### src/hw/rtl/cfifo_pkg.sv
// Types, constants and helpers of the circular FIFO with even purge
package cfifo_pkg;

    localparam int unsigned DEPTH  = 16;
    localparam int unsigned DATA_W = 32;
    localparam int unsigned ADDR_W = $clog2(DEPTH);
    localparam int unsigned CNT_W  = $clog2(DEPTH + 1);

    localparam logic [CNT_W-1:0] FULL_COUNT = CNT_W'(DEPTH);

    typedef enum logic [1:0] {
        OP_STATUS = 2'd0,
        OP_ENQ    = 2'd1,
        OP_DEQ    = 2'd2,
        OP_PURGE  = 2'd3
    } opcode_t;

    typedef enum logic [1:0] {
        ST_IDLE,
        ST_PURGE,
        ST_RESP
    } state_t;

    typedef struct packed {
        opcode_t                   opcode;
        logic signed [DATA_W-1:0]  data_in;
    } req_t;

    typedef struct packed {
        logic                      ok;
        logic signed [DATA_W-1:0]  head_value;
        logic                      head_valid;
        logic [CNT_W-1:0]          count;
        logic                      is_empty;
        logic                      is_full;
    } rsp_t;

    function automatic logic [ADDR_W-1:0] next_pos(input logic [ADDR_W-1:0] p);
        return (p == ADDR_W'(DEPTH - 1)) ? '0 : p + 1'b1;
    endfunction

endpackage

### src/hw/rtl/circular_fifo_with_even_purge.sv
// Top level of the circular FIFO of signed words with an even-value purge
// Status, enqueue and dequeue: the RAM read of the head entry is issued on acceptance,
// then ST_RESP loads the registered result beat; no new item is taken before that load.
// Purge: ST_PURGE reads each entry once, then ST_RESP loads the result; no new item is taken meanwhile.
// A new item is taken while an earlier result beat still waits on rsp_stall.
// Reset: asynchronous, clears pointers, count and handshake state; RAM contents are kept.
module circular_fifo_with_even_purge (
    input  logic            clk,
    input  logic            rst_n,
    input  logic            req_valid,
    output logic            req_stall,
    input  cfifo_pkg::req_t req,
    output logic            rsp_valid,
    input  logic            rsp_stall,
    output cfifo_pkg::rsp_t rsp
);

    cfifo_pkg::state_t                  state_reg, state_next;
    logic [cfifo_pkg::ADDR_W-1:0]       head_reg, head_next;
    logic [cfifo_pkg::ADDR_W-1:0]       tail_reg, tail_next;
    logic [cfifo_pkg::CNT_W-1:0]        count_reg, count_next;
    logic                               ok_reg, ok_next;
    logic                               fwd_reg, fwd_next;
    logic [cfifo_pkg::DATA_W-1:0]       fwd_data_reg, fwd_data_next;
    logic [cfifo_pkg::ADDR_W-1:0]       rpos_reg, rpos_next;
    logic [cfifo_pkg::ADDR_W-1:0]       wpos_reg, wpos_next;
    logic [cfifo_pkg::CNT_W-1:0]        left_reg, left_next;
    logic [cfifo_pkg::CNT_W-1:0]        kept_reg, kept_next;
    logic                               rsp_valid_reg, rsp_valid_next;
    cfifo_pkg::rsp_t                    rsp_reg, rsp_next;

    logic                               ram_we;
    logic [cfifo_pkg::ADDR_W-1:0]       ram_waddr;
    logic [cfifo_pkg::DATA_W-1:0]       ram_wdata;
    logic                               ram_re;
    logic [cfifo_pkg::ADDR_W-1:0]       ram_raddr;
    logic [cfifo_pkg::DATA_W-1:0]       ram_rdata;

    cfifo_ram #(
        .WIDTH (cfifo_pkg::DATA_W),
        .DEPTH (cfifo_pkg::DEPTH)
    ) u_ram (
        .clk     (clk),
        .wr_en   (ram_we),
        .wr_addr (ram_waddr),
        .wr_data (ram_wdata),
        .rd_en   (ram_re),
        .rd_addr (ram_raddr),
        .rd_data (ram_rdata)
    );

    always_ff @(posedge clk or negedge rst_n)
    begin
        if (!rst_n)
        begin
            state_reg     <= cfifo_pkg::ST_IDLE;
            head_reg      <= '0;
            tail_reg      <= '0;
            count_reg     <= '0;
            ok_reg        <= 1'b0;
            fwd_reg       <= 1'b0;
            rpos_reg      <= '0;
            wpos_reg      <= '0;
            left_reg      <= '0;
            kept_reg      <= '0;
            rsp_valid_reg <= 1'b0;
        end
        else
        begin
            state_reg     <= state_next;
            head_reg      <= head_next;
            tail_reg      <= tail_next;
            count_reg     <= count_next;
            ok_reg        <= ok_next;
            fwd_reg       <= fwd_next;
            rpos_reg      <= rpos_next;
            wpos_reg      <= wpos_next;
            left_reg      <= left_next;
            kept_reg      <= kept_next;
            rsp_valid_reg <= rsp_valid_next;
        end
    end

    always_ff @(posedge clk)
    begin
        fwd_data_reg <= fwd_data_next;
        rsp_reg      <= rsp_next;
    end

    always_comb
    begin
        state_next     = state_reg;
        head_next      = head_reg;
        tail_next      = tail_reg;
        count_next     = count_reg;
        ok_next        = ok_reg;
        fwd_next       = fwd_reg;
        fwd_data_next  = fwd_data_reg;
        rpos_next      = rpos_reg;
        wpos_next      = wpos_reg;
        left_next      = left_reg;
        kept_next      = kept_reg;
        rsp_next       = rsp_reg;
        rsp_valid_next = rsp_valid_reg && rsp_stall;
        ram_we         = 1'b0;
        ram_waddr      = tail_reg;
        ram_wdata      = req.data_in;
        ram_re         = 1'b0;
        ram_raddr      = head_reg;
        req_stall      = (state_reg != cfifo_pkg::ST_IDLE);

        unique case (state_reg)
            cfifo_pkg::ST_IDLE:
            begin
                if (req_valid)
                begin
                    ok_next    = 1'b1;
                    fwd_next   = 1'b0;
                    state_next = cfifo_pkg::ST_RESP;
                    ram_re     = 1'b1;
                    unique case (req.opcode)
                        cfifo_pkg::OP_ENQ:
                        begin
                            if (count_reg == cfifo_pkg::FULL_COUNT)
                            begin
                                ok_next = 1'b0;
                            end
                            else
                            begin
                                ram_we     = 1'b1;
                                tail_next  = cfifo_pkg::next_pos(tail_reg);
                                count_next = count_reg + 1'b1;
                                if (count_reg == '0)
                                begin
                                    fwd_next      = 1'b1;
                                    fwd_data_next = req.data_in;
                                end
                            end
                        end
                        cfifo_pkg::OP_DEQ:
                        begin
                            if (count_reg == '0)
                            begin
                                ok_next = 1'b0;
                            end
                            else
                            begin
                                head_next  = cfifo_pkg::next_pos(head_reg);
                                count_next = count_reg - 1'b1;
                                ram_raddr  = cfifo_pkg::next_pos(head_reg);
                            end
                        end
                        cfifo_pkg::OP_PURGE:
                        begin
                            head_next = tail_reg;
                            if (count_reg != '0)
                            begin
                                state_next = cfifo_pkg::ST_PURGE;
                                head_next  = head_reg;
                                rpos_next  = cfifo_pkg::next_pos(head_reg);
                                left_next  = count_reg - 1'b1;
                                wpos_next  = tail_reg;
                                kept_next  = '0;
                            end
                        end
                        default:
                        begin
                        end
                    endcase
                end
            end
            cfifo_pkg::ST_PURGE:
            begin
                // keep odd words, compacted from the old tail onwards
                if (ram_rdata[0])
                begin
                    ram_we    = 1'b1;
                    ram_waddr = wpos_reg;
                    ram_wdata = ram_rdata;
                    wpos_next = cfifo_pkg::next_pos(wpos_reg);
                    kept_next = kept_reg + 1'b1;
                    if (kept_reg == '0)
                    begin
                        fwd_data_next = ram_rdata;
                    end
                end
                if (left_reg != '0)
                begin
                    ram_re    = 1'b1;
                    ram_raddr = rpos_reg;
                    rpos_next = cfifo_pkg::next_pos(rpos_reg);
                    left_next = left_reg - 1'b1;
                end
                else
                begin
                    head_next  = tail_reg;
                    tail_next  = wpos_next;
                    count_next = kept_next;
                    fwd_next   = 1'b1;
                    state_next = cfifo_pkg::ST_RESP;
                end
            end
            cfifo_pkg::ST_RESP:
            begin
                if (!rsp_valid_reg || !rsp_stall)
                begin
                    rsp_valid_next      = 1'b1;
                    rsp_next.ok         = ok_reg;
                    rsp_next.head_valid = (count_reg != '0);
                    rsp_next.count      = count_reg;
                    rsp_next.is_empty   = (count_reg == '0);
                    rsp_next.is_full    = (count_reg == cfifo_pkg::FULL_COUNT);
                    if (count_reg == '0)
                    begin
                        rsp_next.head_value = '0;
                    end
                    else if (fwd_reg)
                    begin
                        rsp_next.head_value = fwd_data_reg;
                    end
                    else
                    begin
                        rsp_next.head_value = ram_rdata;
                    end
                    state_next = cfifo_pkg::ST_IDLE;
                end
            end
            default:
            begin
                state_next = cfifo_pkg::ST_IDLE;
            end
        endcase
    end

    assign rsp_valid = rsp_valid_reg;
    assign rsp       = rsp_reg;

endmodule

### src/hw/rtl/cfifo_ram.sv
// Generic single-write, single-read RAM with registered read data
module cfifo_ram #(
    parameter int unsigned WIDTH = 32,
    parameter int unsigned DEPTH = 16
) (
    input  logic                     clk,
    input  logic                     wr_en,
    input  logic [$clog2(DEPTH)-1:0] wr_addr,
    input  logic [WIDTH-1:0]         wr_data,
    input  logic                     rd_en,
    input  logic [$clog2(DEPTH)-1:0] rd_addr,
    output logic [WIDTH-1:0]         rd_data
);

    logic [WIDTH-1:0] mem_reg [DEPTH];
    logic [WIDTH-1:0] rd_data_reg;

    always_ff @(posedge clk)
    begin
        if (wr_en)
        begin
            mem_reg[wr_addr] <= wr_data;
        end
        if (rd_en)
        begin
            rd_data_reg <= mem_reg[rd_addr];
        end
    end

    assign rd_data = rd_data_reg;

endmodule

### config.mk
export PLATFORM = sky130hd
export DESIGN_NAME = circular_fifo_with_even_purge
export DESIGN_NICKNAME = d
export VERILOG_FILES = /design/src/hw/rtl/cfifo_pkg.sv /design/src/hw/rtl/circular_fifo_with_even_purge.sv /design/src/hw/rtl/cfifo_ram.sv
export SDC_FILE = /design/constraint.sdc
export NUM_CORES = 1
export LEC_CHECK = 0
export CAP_MARGIN = 5
export CORE_AREA = 8 8 217 219
export DETAILED_ROUTE_END_ITERATION = 10
export DIE_AREA = 0 0 225 227
export DONT_BUFFER_PORTS = 1
export GPL_TIMING_DRIVEN = 0
export PLACE_DENSITY = 0.78
export SLEW_MARGIN = 30
export SYNTH_ARGS = -nofsm -noshare
export SYNTH_HDL_FRONTEND = slang
export SYNTH_SLANG_ARGS = --single-unit
### constraint.sdc
create_clock -name clk -period 4.8 [get_ports clk]
set_clock_uncertainty 0.1 [all_clocks]
set_input_delay 0.96 -clock clk [delete_from_list [all_inputs] [get_ports clk]]
set_output_delay 0.96 -clock clk [all_outputs]
set_load 0.02 [all_outputs]
# After elaboration in Yosys (flattened, before gate mapping)
# Memory sizes are Yosys's and may differ from the RTL's. A register that Yosys moved wholly into a read port is not among the register bits.
# Cells that the tools add are included.
# W data, S select, Z words.
# word_totals
regBits,109
mem_bits_rw,512
in_bits,38
output_inout_bits,43
wordCells,157
memories,1
# op_classes
add_sub_neg,8
eq_ne,26
n_mux,83
n_reduce_logical,21
# mem_list
name,words,word_bits,rd,rd_ports_with_merged_regs,wr,line,source
u_ram.mem_reg,16,32,1,1,1,cfifo_ram.sv:15,logic [WIDTH-1:0] mem_reg [DEPTH];
# op_table
operator,count
$mux W32,9
$mux W4,25
$pmux W32 S2,1
$mux W5,12
$pmux W4 S2,6
$pmux W5 S2,4
$add A4 B1 Y4 const B,4
$eq A4 B4 Y1 const B,4
$mux W1,16
$ne A2 B2 Y1 const B,8
$reduce_and A5 Y1,3
$add A5 B1 Y5 const B,2
$logic_not A5 Y1,2
$mux W2,5
$reduce_bool A5 Y1,2
$sub A5 B1 Y5 const B,2
$ne A3 B3 Y1 const B,3
$pmux W1 S2,4
$reduce_and A7 Y1,1
$eq A2 B2 Y1 const B,3
$ne A2 B1 Y1 const B,3
$ne A3 B1 Y1 const B,2
$pmux W2 S3,1
$reduce_and A3 Y1,2
10 further kinds,14

# Longest topological paths before layout
# depth
ltp_word,7
mapped_depth,14
depth_no_buf,10

# Cells and area by module
# A second synthesis with hierarchy kept.
# hier_totals
cells_unflattened,1444
hier_area_um2,26242.7
# by_module_without_submodules
module,n_inst,cells_each,area_per_inst_um2
cfifo_ram,1,838,20155.6
circular_fifo_with_even_purge,1,606,6087.1

# Worst setup path before layout
# OpenSTA, ideal clock, no wires.
# synth_timing
path_kind,reg2reg
startpoint,register state_reg[1]
endpoint,"register u_ram.rd_data_reg[0] (netlist: u_ram.rd_data[0]), read port of u_ram.mem_reg (enable)"
arrival_ns,3.553
required_ns,4.234
slack_ns,0.681
path_stages_with_launch,7
path_buffers,4
period_less_slack_ns,4.119
path_cell_list,dfrtp_1 > clkbuf_1 > nand2b_1 > clkbuf_1 > clkbuf_1 > clkbuf_1 > o21ai_0
# synth_via
elab_chain_cells,2
elab_cells_between_ends,4
# synth_lines
element,line,source
start: declaration,circular_fifo_with_even_purge.sv:18,"cfifo_pkg::state_t state_reg, state_next;"
start signal: assignment,circular_fifo_with_even_purge.sv:56,state_reg <= cfifo_pkg::ST_IDLE;
start signal: assignment,circular_fifo_with_even_purge.sv:70,state_reg <= state_next;
$eq A2 B1 Y1 / $logic_not A2 Y1 (equally long branches),circular_fifo_with_even_purge.sv:112,unique case (state_reg)
$pmux W1 S2 *,circular_fifo_with_even_purge.sv:112,
via ram_re,circular_fifo_with_even_purge.sv:35,logic ram_re;
end: declaration,cfifo_ram.sv:16,logic [WIDTH-1:0] rd_data_reg;
# The timed path passes the listed nets; every way through them passes the cells marked *.
# A chain may end at the register's enable or synchronous reset.

# Final worst setup path
# layout_timing
startpoint,register left_reg[0] (netlist bit)
endpoint,"register u_ram.rd_data_reg[10] (netlist: u_ram.rd_data[10]), read port of u_ram.mem_reg, data pin"
# layout_via
elab_chain_cells,3
elab_cells_between_ends,5
# layout_lines
element,line,source
start: declaration,circular_fifo_with_even_purge.sv:27,"logic [cfifo_pkg::CNT_W-1:0] left_reg, left_next;"
start signal: assignment,circular_fifo_with_even_purge.sv:78,left_reg <= left_next;
$reduce_bool A5 Y1 *,circular_fifo_with_even_purge.sv:187,if (left_reg != '0)
$mux W4 / $mux W1 (equally long branches),circular_fifo_with_even_purge.sv:187,
$pmux W4 S2 / $pmux W1 S2 (equally long branches),circular_fifo_with_even_purge.sv:112,
# Every way passes the cells marked *; elsewhere a longest branch is shown, timed or not.

==> out/results.ini <==
[status]
status=finished, final reports clean

[sta]
drv_slew=0
finalSetupViolations=0
fmaxAchievable_ghz=0.2275
relSlewSlack_pct=30.85
worst_pin_slew_ps=1037
period_needed_ps=4396
period_share_pct=91.58
rsz0062_at_grt=no
hold_viol=0

[route]
routed_wl_um=73240
post_drt_wl_per_cell_um=26.55
via_per_inst=6.501
num_vias=17940
drtPass1Iterations=6
drt_iter0_drc=2391
drc=0
antenna_left=0

[cts]
clk_path_buf_depth=3
numCtsBuffers=61
root_buffer=clkbuf_16
worstSkewPairLatency_ps=630
htree_levels=2
cts_sinks=653
cts_tree=yes
path_clk_slew_ps=60

[setup_path]
critPathMaxFanout=10
cp_data_required_time_ps=5020
path_class=reg2reg
crit_path_start_kind=register
ff2ff_path_depth=11
timing.rr.start=left_reg[0]
cp.arrival_ps=4610
r2r_setup_slack_ps=400
critPathCaptureType=register
reg2reg_to=u_ram.rd_data[10]

[final_layout]
largest_reg_flops=512
fill_cells=2830
layout_common_cells=edfxtp_1, nand2_1, nor2_1
mostFrequentLayoutCell=edfxtp_1
final_cell_count_no_fill=2759
syn2layout_area_growth_pct=12.80
drive_above_1_share_pct=12.01
layout.nets=2169
final_util_pct=69.93

[place]
gp_congestion=0.8934
io_buffer_count=0
hpwl_um=48220
dp_cells=2645

[yosys]
yosysSeqAreaShare_pct=71.81
syn_area_um2=27060
synth_flop_cell=edfxtp_1
ys_types=61
synth_fp_nets=2082
postSynthAreaPerCell_um2=13.33
synth_top_area_share_pct=68.48
ys_warn_count=0
yosysTopAreaCell=edfxtp_1
synth-async-reset-ratio_pct=5.513
syn_inst=2030
ys_ff_latch=653
yosys-top-cells-area=edfxtp_1, nand2_1, dfrtp_1
synth_edf_count=617

[floorplan]
fp-row-count=77
initial_core_util_pct=62.00
dieWidth_um=225
io_pins=81
core_um2=43640
dieArea_um2=51080
die_h_um=227

[grt]
grt_pass1_wl_um=108200
overflow=0
antenna_found_initial=4
grt_pass1_vias=17770
grt_usage_pct=28.44
grt_max_degree=37

[power_and_ir_drop]
p_sw_mw=9.236
power_frac_comb_pct=42.1
ir_worst_vdd_v=0.0004793
internal-power_mw=13.05
p_leak_nw=10.55
seqPwrFrac_pct=36.5
powerDensity_nw_per_um2=730.1
clkPwrFrac_pct=21.3
switching_share_pct=41.45

[worst_hold_path]
hp-class=in2async

[run]
maxCapViolCount=0

-- synthesized netlist by cell type (17+ instances only) --
cell type	n
mux2i_1	62
nand2_1	490
o21ai_0	32
o2111ai_1	32
mux2_2	32
a211oi_2	20
a32o_1	64
inv_1	19
clkbuf_1	56
buf_2	53
nand3_1	17
nand4_1	101
a21oi_1	77
edfxtp_1	617
nor2_1	173
dfrtp_1	36
-- how the worst max path moves through the flow --
stage | from | endpoint | slack (ps) | depth (start not counted)
after floorplan | state_reg[1] | u_ram.rd_data[0] | 680 | 6
after global placement | state_reg[1] | u_ram.rd_data[18] | -2790 | 6
after detailed placement | req[32] | u_ram.rd_data[10] | 570 | 9
after CTS | left_reg[0] | u_ram.rd_data[10] | 610 | 11
after global routing | left_reg[0] | u_ram.rd_data[10] | 250 | 11
final | left_reg[0] | u_ram.rd_data[10] | 400 | 11
-- metal layers --
layer / global-route usage (%) / part of all wire [%]
met1: 36.48 / 37
met2: 46.56 / 47
met3: 6.286 / 11
met4: 12.72 / 4.2
met5: 0 / 0.016
-- kinds of logic (layout without fill, tap and decap cells) --
kind of cell,after synthesis,count (layout),share of synthesized area [%]
other,0,3,0
and+or+nand+nor,821,821,12.99
muxes,94,94,3.625
DFF,653,653,71.81
buffers and inverters,155,289,2.645
adders and majority gates,14,14,0.6474
AOI/OAI and AO/OA,284,284,7.991
xor gates and xnor gates,9,9,0.2913
-- per-stage QoR --
stage | setup TNS [ps] | cell area [um2] | hold slack (ps) | power [mW] | setup WS [ps]
after floorplan | 0 | 27060 | 325.6 | 13.88 | 681.3
final | 0 | 30520 | 67.77 | 22.28 | 404.3
after detailed placement | 0 | 28550 | 342.1 | 17.36 | 567.3
after global placement | -345790 | 27800 | 341.1 | 16.86 | -2792
after CTS | 0 | 30510 | 55.15 | 22.13 | 609.5
after global routing | 0 | 30520 | 78.31 | 23.14 | 251.3
-- critical path, stage by stage, from the launching register on --
cell       delay (ps)
dfrtp_1           410
inv_1             110
ha_1              160
nor4b_2           740
nor3b_1           110
a21oi_1           150
o221ai_1          260
buf_2             310
o211ai_1          470
buf_2             410
o2111ai_1         190
a221oi_1          660
-- power by group through the flow --
stage               combinational [mW]  clock [mW]  sequential, mW
finish                            9.39        4.76            8.14
global route                      9.97        4.96            8.20
CTS                               9.22        4.77            8.13
detailed placement                9.11           0            8.25
global placement                  8.57           0            8.30
floorplan                         5.75           0            8.13
-- what timing repair did --
action	in CTS	in global routing
hold endpoints to repair	36	0
gates resized for setup	0	0
setup buffers	0	0
hold buffers	1	0
endpoints found under the setup margin	0	0
-- final cells by class --
| cell class | instances | area (um2) | area share [%] |
|---|---|---|---|
| clock buffers | 75 | 1600 | 5.244 |
| well taps | 592 | 740.7 | 2.427 |
| inverters | 20 | 75.07 | 0.2460 |
| plain buffers | 135 | 648.1 | 2.124 |
| flip-flops and latches | 653 | 19430 | 63.66 |
| multi-input cells | 1222 | 7069 | 23.16 |
| repair buffers | 24 | 615.6 | 2.017 |
| diodes | 3 | 7.507 | 0.02460 |
| clock inverters | 35 | 334.1 | 1.095 |
(Power assumes the default switching activity.)
